==> src/hw/rtl/hsc_pkg.sv <==
// Shared types, constants and position helpers for the Hamming SEC codec.
// No dependencies; used by hsc_check, hamming_sec_codec_core and the testbench.
package hsc_pkg;

  localparam int BitsW     = 63;  // width of bit-vector fields
  localparam int CountW    = 6;   // width of count fields
  localparam int MaxChecks = 6;   // parity checks of the longest codeword

  typedef enum logic {
    CmdEncode = 1'b0,
    CmdDecode = 1'b1
  } hsc_cmd_e;

  // Word in flight between stages.
  typedef struct packed {
    hsc_cmd_e          cmd;
    logic [BitsW-1:0]  word;  // bit p-1 is codeword position p
    logic [CountW-1:0] len;   // codeword length (positions 1..len)
  } hsc_word_t;

  function automatic bit is_pow2(int p);
    return (p != 0) && ((p & (p - 1)) == 0);
  endfunction

  // Data index held at a non power-of-two codeword position p.
  function automatic int data_index(int p);
    int n_par;
    n_par = 0;
    for (int j = 0; j < MaxChecks; j++) begin
      if ((1 << j) <= p) n_par++;
    end
    return p - 1 - n_par;
  endfunction

  // Positions 1..n whose number has bit j set.
  function automatic logic [BitsW-1:0] cover_mask(int j, int n);
    logic [BitsW-1:0] m;
    m = '0;
    for (int p = 1; p <= BitsW; p++) begin
      if (p <= n && ((p >> j) & 1) == 1) m[p-1] = 1'b1;
    end
    return m;
  endfunction

endpackage

==> src/hw/rtl/hsc_check.sv <==
// Parity check stage: XOR trees over the covered positions of each check.
// Depends on hsc_pkg.
module hsc_check #(
  parameter int CODE_BITS = 63
) (
  input  logic                            clk_i,
  input  logic                            rst_ni,
  input  logic                            valid_i,
  input  hsc_pkg::hsc_word_t              word_i,
  output logic                            valid_o,
  output hsc_pkg::hsc_word_t              word_o,
  output logic [hsc_pkg::MaxChecks-1:0]   chk_o
);
  import hsc_pkg::*;

  logic                 valid_q;
  hsc_word_t            word_q;
  logic [MaxChecks-1:0] chk_d, chk_q;

  always_comb begin
    for (int j = 0; j < MaxChecks; j++) begin
      chk_d[j] = ^(word_i.word & cover_mask(j, CODE_BITS));
    end
  end

  always_ff @(posedge clk_i or negedge rst_ni) begin
    if (!rst_ni) begin
      valid_q <= 1'b0;
    end else begin
      valid_q <= valid_i;
    end
  end

  always_ff @(posedge clk_i) begin
    word_q <= word_i;
    chk_q  <= chk_d;
  end

  assign valid_o = valid_q;
  assign word_o  = word_q;
  assign chk_o   = chk_q;

endmodule

==> src/hw/rtl/hamming_sec_codec_core.sv <==
// Top level of the single-error-correcting Hamming codec (odd parity).
// Depends on hsc_pkg and hsc_check.
// Usage:
// - Input transaction: cmd_i, in_bits_i and in_count_i are taken at a rising
//   edge with start_i high and busy_o low. busy_o is always low: a new
//   transaction may be issued every cycle.
// - cmd_i = encode places data bits at the non power-of-two positions and
//   inserts odd parity bits; cmd_i = decode checks, corrects one flipped
//   bit and extracts the data bits.
// - Result transaction: out_valid_o is high for exactly one cycle with
//   out_bits_o / out_count_o; the receiver takes it at the edge ending
//   that cycle. The receiver cannot stall, so nothing is ever held back.
// - Register stages: the result of an accepted transaction passes three
//   register stages (input placement, parity XOR trees,
//   insert/correct/extract) before it is presented.
// - Throughput: one transaction per cycle; each stage is a fixed XOR or
//   wiring network with no feedback.
// - Reset: asynchronous, active low; clears the stage valid bits so no
//   stray result appears. The data registers are not reset.
// - CODE_BITS bounds the codeword length (3..63).
module hamming_sec_codec_core #(
  parameter int CODE_BITS = 63
) (
  input  logic                         clk_i,
  input  logic                         rst_ni,
  input  logic                         start_i,
  output logic                         busy_o,
  input  logic                         cmd_i,
  input  logic [hsc_pkg::BitsW-1:0]    in_bits_i,
  input  logic [hsc_pkg::CountW-1:0]   in_count_i,
  output logic                         out_valid_o,
  output logic [hsc_pkg::BitsW-1:0]    out_bits_o,
  output logic [hsc_pkg::CountW-1:0]   out_count_o
);
  import hsc_pkg::*;

  // Parity positions up to CODE_BITS and data capacity of the codeword.
  localparam int Checks  = $clog2(CODE_BITS + 1);
  localparam int DataCap = CODE_BITS - Checks;
  localparam logic [CountW-1:0] DataCapC = CountW'(DataCap);
  localparam logic [CountW-1:0] CodeLenC = CountW'(CODE_BITS);

  // Codeword length for n data bits: n plus parity bits needed.
  function automatic logic [CountW-1:0] enc_last(logic [CountW-1:0] n);
    logic [CountW-1:0] r;
    r = '0;
    for (int k = 0; k < Checks; k++) begin
      if (CountW'((1 << k) - k - 1) < n) r = r + 1'b1;
    end
    return n + r;
  endfunction

  // Number of parity positions at or below len.
  function automatic logic [CountW-1:0] n_par(logic [CountW-1:0] len);
    logic [CountW-1:0] r;
    r = '0;
    for (int j = 0; j < MaxChecks; j++) begin
      if ((CountW+1)'(1 << j) <= {1'b0, len}) r = r + 1'b1;
    end
    return r;
  endfunction

  // ---------------------------------------------------------------------
  // Stage 1: saturate counts, mask unused bits, place data bits.
  // ---------------------------------------------------------------------
  logic              accept;
  logic [CountW-1:0] n_enc, n_dec;
  logic [BitsW-1:0]  enc_word, dec_word;
  hsc_word_t         s1_d, s1_q;
  logic              s1_valid_q;

  assign busy_o = 1'b0;
  assign accept = start_i && !busy_o;

  always_comb begin
    n_enc    = (in_count_i > DataCapC) ? DataCapC : in_count_i;
    n_dec    = (in_count_i > CodeLenC) ? CodeLenC : in_count_i;
    enc_word = '0;
    dec_word = '0;
    for (int p = 1; p <= CODE_BITS; p++) begin
      if (!is_pow2(p)) begin
        enc_word[p-1] = in_bits_i[data_index(p)] & (CountW'(data_index(p)) < n_enc);
      end
      dec_word[p-1] = in_bits_i[p-1] & (CountW'(p - 1) < n_dec);
    end
    s1_d.cmd = hsc_cmd_e'(cmd_i);
    if (hsc_cmd_e'(cmd_i) == CmdEncode) begin
      s1_d.word = enc_word;
      s1_d.len  = enc_last(n_enc);
    end else begin
      s1_d.word = dec_word;
      s1_d.len  = n_dec;
    end
  end

  always_ff @(posedge clk_i or negedge rst_ni) begin
    if (!rst_ni) begin
      s1_valid_q <= 1'b0;
    end else begin
      s1_valid_q <= accept;
    end
  end

  always_ff @(posedge clk_i) begin
    s1_q <= s1_d;
  end

  // ---------------------------------------------------------------------
  // Stage 2: parity check XOR trees.
  // ---------------------------------------------------------------------
  logic                 s2_valid;
  hsc_word_t            s2_word;
  logic [MaxChecks-1:0] s2_chk;

  hsc_check #(
    .CODE_BITS(CODE_BITS)
  ) u_check (
    .clk_i  (clk_i),
    .rst_ni (rst_ni),
    .valid_i(s1_valid_q),
    .word_i (s1_q),
    .valid_o(s2_valid),
    .word_o (s2_word),
    .chk_o  (s2_chk)
  );

  // ---------------------------------------------------------------------
  // Stage 3: insert parity (encode) or correct and extract (decode).
  // ---------------------------------------------------------------------
  logic [BitsW-1:0]  enc_out, fix_word, dec_out, out_bits_d, out_bits_q;
  logic [CountW-1:0] err_pos, out_count_d, out_count_q;
  logic              out_valid_q;

  always_comb begin
    enc_out  = s2_word.word;
    fix_word = s2_word.word;
    err_pos  = '0;
    dec_out  = '0;
    for (int j = 0; j < MaxChecks; j++) begin
      if ((CountW+1)'(1 << j) <= {1'b0, s2_word.len}) begin
        enc_out[(1 << j) - 1] = ~s2_chk[j];   // odd parity
        err_pos[j]            = ~s2_chk[j];   // failed check
      end
    end
    // flip only a position inside the word
    if (err_pos != '0 && err_pos <= s2_word.len) begin
      fix_word[err_pos - 1'b1] = ~fix_word[err_pos - 1'b1];
    end
    for (int p = 1; p <= CODE_BITS; p++) begin
      if (!is_pow2(p)) dec_out[data_index(p)] = fix_word[p-1];
    end
    if (s2_word.cmd == CmdEncode) begin
      out_bits_d  = enc_out;
      out_count_d = s2_word.len;
    end else begin
      out_bits_d  = dec_out;
      out_count_d = s2_word.len - n_par(s2_word.len);
    end
  end

  always_ff @(posedge clk_i or negedge rst_ni) begin
    if (!rst_ni) begin
      out_valid_q <= 1'b0;
    end else begin
      out_valid_q <= s2_valid;
    end
  end

  always_ff @(posedge clk_i) begin
    out_bits_q  <= out_bits_d;
    out_count_q <= out_count_d;
  end

  assign out_valid_o = out_valid_q;
  assign out_bits_o  = out_bits_q;
  assign out_count_o = out_count_q;

`ifndef NO_ASSERTIONS
  // Every accepted transaction yields its result on out_valid_o.
  assert property (@(posedge clk_i) disable iff (!rst_ni)
    accept |-> ##3 out_valid_o)
    else $error("accepted transaction produced no result");

  // No result without a matching accepted transaction.
  assert property (@(posedge clk_i) disable iff (!rst_ni)
    ##3 out_valid_o |-> $past(accept, 3))
    else $error("result without matching transaction");

  // Result length never exceeds the codeword bound.
  assert property (@(posedge clk_i) disable iff (!rst_ni)
    out_valid_o |-> out_count_o <= CodeLenC)
    else $error("result count beyond codeword length");

  // Bits at and above the result count are zero.
  assert property (@(posedge clk_i) disable iff (!rst_ni)
    out_valid_o |-> (out_bits_o >> out_count_o) == '0)
    else $error("result bits set beyond result count");
`endif

endmodule

==> config.mk <==
export PLATFORM = sky130hd
export DESIGN_NAME = hamming_sec_codec_core
export DESIGN_NICKNAME = d
export VERILOG_FILES = /design/src/hw/rtl/hsc_pkg.sv /design/src/hw/rtl/hsc_check.sv /design/src/hw/rtl/hamming_sec_codec_core.sv
export SDC_FILE = /design/constraint.sdc
export NUM_CORES = 1
export LEC_CHECK = 0
export BUFFER_PORTS_ARGS = -buffer_cell sky130_fd_sc_hd__buf_4
export CORE_MARGIN = 2
export CORE_UTILIZATION = 58
export DETAILED_ROUTE_END_ITERATION = 10
export PLACE_DENSITY = 0.77
export SLEW_MARGIN = 0
export SYNTH_ARGS = -nofsm -noshare
export SYNTH_HDL_FRONTEND = slang
export SYNTH_SLANG_ARGS = --single-unit
==> constraint.sdc <==
create_clock -name clk_i -period 5.6 [get_ports clk_i]
set_input_delay 1.68 -clock clk_i [delete_from_list [all_inputs] [get_ports clk_i]]
set_output_delay 1.68 -clock clk_i [all_outputs]
set_load 0.03 [all_outputs]
==> Word level (Yosys, flattened, before mapping) <==
Cells that the tools add are included.
{ "classes": {"addsub": 13, "order_cmp": 131, "muxes": 47, "bitwise": 127, "n_reduce_logical": 9} }
{ "ops": {"columns": ["op", "count"], "rows": [
  ["63-bit parity", 6],
  ["6-bit < comparator (first input constant)", 56],
  ["5-bit by 6-bit < comparator with 1-bit output (first input constant)", 32],
  ["6-bit 2-to-1 mux", 25],
  ["1-bit bitwise AND", 120],
  ["4-bit by 6-bit < comparator with 1-bit output (first input constant)", 16],
  ["69-bit 2-to-1 mux", 1],
  ["63-bit bitwise mux", 1],
  ["63-bit 2-to-1 mux", 1],
  ["6-bit by 1-bit adder with 6-bit output (second input constant)", 10],
  ["57-bit 2-to-1 mux", 1],
  ["3-bit by 6-bit < comparator with 1-bit output (first input constant)", 8],
  ["1-bit by 6-bit < comparator with 1-bit output (first input constant)", 4],
  ["2-bit by 6-bit < comparator with 1-bit output (first input constant)", 4],
  ["1-bit 2-to-1 mux", 16],
  ["6-bit > comparator (second input constant)", 2],
  ["6-bit by 7-bit < comparator with 1-bit output (second input constant)", 1],
  ["1-bit NOT", 7],
  ["6-bit adder", 1],
  ["1-bit binary-select mux with 6-bit select", 1],
  ["1-bit demux with 6-bit select", 1],
  ["6-bit by 1-bit >= comparator with 1-bit output (second input constant)", 1],
  ["1-bit by 6-bit less-or-equal comparator with 1-bit output (first input constant)", 1],
  ["2-bit by 6-bit less-or-equal comparator with 1-bit output (first input constant)", 1],
  ["9 further kinds", 10]
]} }
{ "totals": {"ff_bits": 218, "in_bits": 73, "out_inout_bits": 71, "wordCells": 341} }

==> Longest topological paths before layout <==
Gate-level depths: netlist of the first run.
{ "logic_depth": {"word_depth": 22, "mapped_depth": 22, "ltp_nobuf": 21} }

==> Modules after synthesis <==
From an unflattened synthesis of the first run, not the netlist that was laid out.
{ "hier_totals": {"hier_cells": 1142, "area_unflattened_um2": 10598.9} }
{ "by_module_without_submodules": {"columns": ["mod", "n_inst", "cells_each", "area_each_um2", "seq_area_each_um2"], "rows": [
  ["hamming_sec_codec_core", 1, 959, 8013.9, 2832.7],
  ["hsc_check", 1, 183, 2585.0, 1546.5]
]} }

==> Worst setup path after synthesis of the first run <==
No wires, ideal clock.
{ "synth_timing": {"path_kind": "in2reg", "from": "input port in_count_i[4] in the netlist's numbering", "to": "register s1_q[5] in the netlist's numbering", "setup_ns": 0.127, "t_arrival_ns": 5.102, "t_required_ns": 5.473, "path_slack_ns": 0.371, "cell_stages": 22, "n_path_buf": 2, "path_cell_list": "clkbuf_1 nand3_1 and2_1 clkbuf_1 inv_1 nand2_1 ha_1 inv_1 a21boi_0 ha_1 mux2i_1 inv_1 ha_1 nor2_1 a21oi_1 ha_1 a21o_1 a21oi_1 nor2b_1 o21ai_0 a21oi_1 xor2_1"} }
{ "synth_rtl": {"columns": ["element", "line_no", "text"], "rows": [
  ["from (decl)", "hamming_sec_codec_core.sv:30", "input logic [hsc_pkg::CountW-1:0] in_count_i,"],
  ["to (signal assigned)", "hamming_sec_codec_core.sv:105", "s1_q <= s1_d;"],
  ["to (decl)", "hamming_sec_codec_core.sv:69", "hsc_word_t s1_d, s1_q;"]
]} }

==> results of run 1 <==
-- where the power goes --
group	total (mW)	switching (mW)	leakage [nW]	internal (mW)
combinational	2.71	1.70	2.92	1.02
sequential	1.89	0.149	1.83	1.74
clock	1.44	0.591	0.359	0.848
total	6.04	2.44	5.10	3.61
-- sequential cells by signal (all words and copies together) (netlist names) --
name             cells
out_bits_o          63
out_count_o          6
out_valid_o          1
s1_q                70
s1_valid_q           1
u_check.chk_o        6
u_check.valid_o      1
u_check.word_o      70
-- Yosys cell counts, drive strengths merged (5+ instances only) --
cell,count
dfxtp,215
xnor2,112
nor2,97
o21ai,94
nand2,81
nor3,70
clkbuf,60
a21oi,56
inv,55
o22ai,52
mux2i,38
nand3,38
ha,26
xor2,23
nor2b,19
buf,18
and2,17
and3,14
nor4,9
a21o,8
a31oi,8
or2,8
o211ai,7
o21a,7
or3,7
nand2b,6
nand4,6
o2111ai,6
a211oi,5
mux2,5
-- placed cells by master, fill, tap and decap left out, types with 19 or more instances in the layout --
| cell | Yosys | layout |
|---|---|---|
| a21oi_1 | 54 | 54 |
| buf_4 | 4 | 171 |
| clkbuf_16 | 0 | 23 |
| dfxtp_1 | 215 | 214 |
| ha_1 | 26 | 26 |
| inv_1 | 54 | 54 |
| mux2i_1 | 38 | 38 |
| nand2_1 | 81 | 81 |
| nand3_1 | 37 | 37 |
| nor2_1 | 96 | 96 |
| nor2b_1 | 19 | 19 |
| nor3_1 | 70 | 70 |
| o21ai_0 | 91 | 91 |
| o22ai_1 | 52 | 52 |
| xnor2_1 | 112 | 112 |
| xor2_1 | 23 | 23 |
-- stage by stage --
step | hold slack (ns) | total power [mW]
final | 0.3266 | 6.044
after global routing | 0.3377 | 6.341
after global placement | 0.3114 | 4.544
after detailed placement | 0.3135 | 4.569
after CTS | 0.3275 | 6.013
after floorplan | 0.3096 | 3.845
-- kinds of logic after synthesis --
logic type,count (synthesis),synth area share (%)
other,1,0.03565
AND/OR/NAND/NOR,382,17.55
adder cells (fa/ha/maj),28,3.473
flip-flops,218,41.63
buffers and inverters,134,5.364
AO/OA/AOI/OAI,276,16.31
multiplexers,43,4.186
XOR/XNOR,136,11.45
-- layer usage --
layer	vias up	GRT usage (%)
li1	4454	-
met1	4245	42.71
met2	546	48.41
met3	81	4.385
met4	0	11.43
met5	-	0
-- worst paths after layout --
| check | from | endpoint | slack [ns] | cells after the start |
|---|---|---|---|---|
| worst max-delay path | in_count_i[4] | s1_q[5] | 0.62 | 20 |
| worst min-delay path | s1_q[3] | u_check.word_o[3] | 0.33 | 0 |
| worst max register to register | u_check.word_o[2] | out_count_o[5] | 1.04 | 18 |
| worst min register to register | s1_q[3] | u_check.word_o[3] | 0.33 | 0 |
| max in group asynchronous | rst_ni | u_check.valid_o | 4.55 | 1 |
| min in group asynchronous | rst_ni | s1_valid_q | 0.96 | 1 |
-- area by class of cell --
class	instances	area, µm²
Fill cell	1469	5423
Inverter	56	210.2
Clock inverter	11	107.6
Multi-Input combinational cell	867	5580
Sequential cell	218	4383
Timing Repair Buffer	171	1284
Clock buffer	29	628.1
Tap cell	229	286.5
==> impl_metrics.yaml, run 1 <==
timing:
  finalCriticalPeriod_ns: 4.980
  max_freq_ghz: 0.2008
  final.setup_skew_ns: 0.01003
  max_slew_margin_pct: 16.19
  final.setup.tns_ns: 0
  finalSetupViolCount: 0
  fin_crit_sh_pct: 88.93
  hold_viol: 0
  drv_slew: 0
  tightest_slew_ns: 1.255
  rsz0062_at_grt: "false"
  fin_ws_ns: 0.6197
drt:
  vias_per_cell: 5.899
  drtAntennaViolNets: 0
  wl_met2_mm: 13.69
  post_drt_wl_per_cell_um: 19.32
  wl_met1_mm: 13.22
  dr.first_iter.drc_count: 833
  drc: 0
  drt-total-wl_mm: 30.55
  dr_wl_met3_mm: 2.568
  dr.max_layer_used: "met4"
  num_vias: 9326
  drtPass1Iterations: 5
run_status:
  status: "complete, no violations"
global_route:
  gr-total-overflow: 0
  grt_pass1_wl_mm: 47.08
  grt_start_max_net_pins: 88
  grt_usage_pct: 30.54
  antenna_found_initial: 0
  grt_pass1_vias: 8631
clock_tree:
  hold_buffers: 0
  cts_buffers: 22
  root_buffer: "clkbuf_16"
  post_cts_resized: 0
  cts_sinks: 218
  cts_tree: "yes"
  insertion_delay_ns: 0.50
  clk_pin_slew_ns: 0.06
  h-tree-depth: 1
  cts_max_path_buffers: 3
  cts_setup_buffers: 0
synthesis:
  syn_avg_cell_area_um2: 8.637
  synth_area_um2: 10520
  netlist_instances: 1218
  synth_area_leader_cell: "dfxtp_1"
  yosysWarnings: 0
  yosysSeqAreaShare_pct: 41.63
  synth_edf_count: 0
  ys_types: 77
  ys_async_sr_fraction_pct: 1.376
  synth-seq-cells: 218
  synth.top_cell.area_share_pct: 40.91
  synth_top_flop_cell: "dfxtp_1"
  ys_top_cells_by_area: "dfxtp_1, xnor2_1, o21ai_0"
setup_path:
  crit_chain: "buf_4 -> or2_2 -> nor3_1 -> nand2_1 -> ha_1 -> inv_1 -> a21boi_0 -> ha_1 -> mux2i_1 -> inv_1 -> ha_1 -> nor2_1 -> a21oi_1 -> ha_1 -> a21o_1 -> a21oi_1 -> nor2b_1 -> o21ai_0 -> a21oi_1 -> xor2_1"
  start_kind: "input port"
  crit_slowest_cell: "or2_2"
  cp_common_cell: "ha_1"
  crit_arrival_ns: 5.35
  slowest_delay_ns: 0.34
  critPathMaxFanout: 4
  critPathBufInv: 3
  crit_type: "in -> reg"
  crit_required_ns: 5.97
  cp-end-kind: "flop"
  cp_top_family: "adder cells"
die:
  num_rows: 49
  start_util_pct: 58.76
  dieWidth_um: 138.7
  pin_count: 144
  core_area_um2: 17900
  die_height_um: 138.7
  dieArea_um2: 19230
final_layout:
  fin_nets: 1437
  utilization_pct: 69.71
  layout-drive-gt1-share_pct: 17.46
  antenna-diode-count: 0
  fin_cells: 1581
  areaGrowthSynthToFinish_pct: 18.63
  final_cell_area_um2: 12480
pwr:
  ir_drop_v: 0.0003758
  power_density_nw_per_um2: 484.3
  p_leak_nw: 5.102
run:
  cap_violations: 0
placed_design:
  dp.final_hpwl_mm: 23.68
  dp_cells: 1541
  place_ws_ns: 0.1276
  placed_area_um2: 11740
  io_buffers: 142
  gp_congestion: 1.001
min_path:
  min_path_type: "reg -> reg"
(Power assumes the default switching activity.)
==> inputs of run 2 (changes only) <==
Settings changed: CORE_ASPECT_RATIO from default to 1.2, GPL_TIMING_DRIVEN from default to 0.
==> impl_metrics.yaml, run 2 (synthesis gave the netlist of run 1 again) <==
global_route:
  grt_start_max_net_pins: 18
  grt_pass1_vias: 10040
  antenna_found_initial: 0
  gr-total-overflow: 0
  grt_pass1_wl_mm: 56.79
  grt_usage_pct: 38.44
pwr:
  pwr-share-clk_pct: 23.6
  netSwitchingPower_mw: 2.660
  pwr-share-comb_pct: 46.7
  p_leak_nw: 5.128
  switching_share_pct: 42.08
  p_int_mw: 3.661
  ir_drop_v: 0.0002345
  pwr-share-seq_pct: 29.7
  power_density_nw_per_um2: 500.6
  total_power_mw: 6.321
drt:
  vias_per_cell: 6.342
  drtPass1Iterations: 5
  post_drt_wl_per_cell_um: 23.45
  drtAntennaViolNets: 0
  dr.first_iter.drc_count: 1150
  num_vias: 10240
  drt-total-wl_mm: 37.87
  drc: 0
timing:
  final.setup_skew_ns: 0.01562
  tightest_slew_ns: 0.8485
  finalCriticalPeriod_ns: 5.300
  rsz0062_at_grt: "false"
  finalSetupViolCount: 0
  drv_slew: 0
  hold_slack_ns: 0.3277
  fin_crit_sh_pct: 94.64
  max_freq_ghz: 0.1887
  fin_ws_ns: 0.3000
  hold_viol: 0
  max_slew_margin_pct: 43.00
clock_tree:
  cts_sinks: 218
  cts_max_path_buffers: 3
  h-tree-depth: 1
  hold_buffers: 0
  cts_tree: "yes"
  cts_buffers: 20
  insertion_delay_ns: 0.50
  cts_setup_buffers: 0
  root_buffer: "clkbuf_16"
  clk_pin_slew_ns: 0.07
  post_cts_resized: 4
run_status:
  status: "complete, no violations"
placed_design:
  dp.final_hpwl_mm: 28.88
  io_buffers: 141
  place_ws_ns: -0.7869
  gp_congestion: 1.019
final_layout:
  fin_nets: 1482
  layout_commonest_cell: "dfxtp_1"
  utilization_pct: 71.58
  layout-drive-gt1-share_pct: 16.13
  layout_common_cells: "dfxtp_1, buf_4, xnor2_1, nor2_1, o21ai_0"
  n_fill_cell: 1361
  areaGrowthSynthToFinish_pct: 20.03
  antenna-diode-count: 0
run:
  cap_violations: 0
setup_path:
  reg2reg_setup_slack_ns: 0.66
  crit_slowest_cell: "or2_4"
  crit_required_ns: 5.94
  critPathBufInv: 4
  slowest_delay_ns: 0.35
  cp-end-kind: "flop"
  r2r_cells: 17
  reg2reg_to: "out_bits_o[31]"
  critPathMaxFanout: 10
  cp_common_cell: "ha_1"
  cp_top_family: "adder cells"
  r2r_start: "u_check.word_o[4]"
  crit_chain: "buf_4 -> clkbuf_1 -> or2_4 -> nor3_4 -> nand2_1 -> ha_1 -> inv_1 -> a21boi_1 -> ha_1 -> mux2i_1 -> inv_1 -> ha_1 -> nor2_1 -> a21oi_1 -> ha_1 -> a21o_1 -> a21oi_1 -> nor2b_1 -> o21ai_0 -> a21oi_1 -> xor2_1"
  crit_type: "in -> reg"
  crit_arrival_ns: 5.64
  start_kind: "input port"
min_path:
  hold-path-endpoint: "u_check.word_o[69]"
  hp-start: "s1_q[69]"
  min_path_type: "reg -> reg"
  min_path_cells: 0
die:
  die_height_um: 151.5
  dieArea_um2: 19240
  pin_count: 144
  dieWidth_um: 126.9
  start_util_pct: 59.64
  core_area_um2: 17640
  num_rows: 53
==> run 2: cell types whose count changed in the layout (fill, tap and decap cells not counted), sizes merged <==
cell,change
buf,-12
clkbuf,+54
clkinvlp,-2
bufinv,+3
==> run 2: layout make-up <==
class | instances | area [µm²] | area share (%)
timing repair buffer | 141 | 1059 | 8.383
sequential | 218 | 4379 | 34.68
clock inverter | 12 | 175.2 | 1.387
inverter | 56 | 210.2 | 1.665
multi-input combinational | 867 | 5620 | 44.51
buffer | 77 | 351.6 | 2.784
tap | 220 | 275.3 | 2.180
clock buffer | 24 | 556.8 | 4.409
==> run 2: per-stage QoR <==
step	std cells	instance area (µm²)	TNS, ns
2_1_floorplan	1219	10520	0
3_3_place_gp	1580	11860	-2.026
3_5_place_dp	1580	11860	-2.490
4_1_cts	1616	12600	0
5_1_grt	1615	12630	0
6_report	1615	12630	0
==> run 2: worst max-delay path by stage <==
stage | startpoint | end | depth (start not counted)
after detailed placement | in_count_i[4] | s1_q[5] | 22
after floorplan | in_count_i[4] | s1_q[5] | 22
final | in_count_i[3] | s1_q[5] | 21
after global placement | in_count_i[4] | s1_q[5] | 22
after global routing | in_count_i[3] | s1_q[5] | 21
after CTS | in_count_i[3] | s1_q[5] | 20
==> run 2: routing by layer <==
metal	part of all wire [%]	up-vias	global-route usage, %
met5	0	-	0
met4	8.0	0	27.36
met3	8.9	201	5.583
met2	48	797	66.77
met1	36	4700	43.50
li1	-	4545	-
==> run 2: power by group through the flow <==
stage | logic [mW] | clock network (mW) | registers [mW]
final | 2.95 | 1.49 | 1.88
after global placement | 2.76 | 0 | 1.89
after detailed placement | 2.80 | 0 | 1.90
after global routing | 3.09 | 1.55 | 1.89
after floorplan | 1.83 | 0 | 2.01
after CTS | 2.84 | 1.49 | 1.87
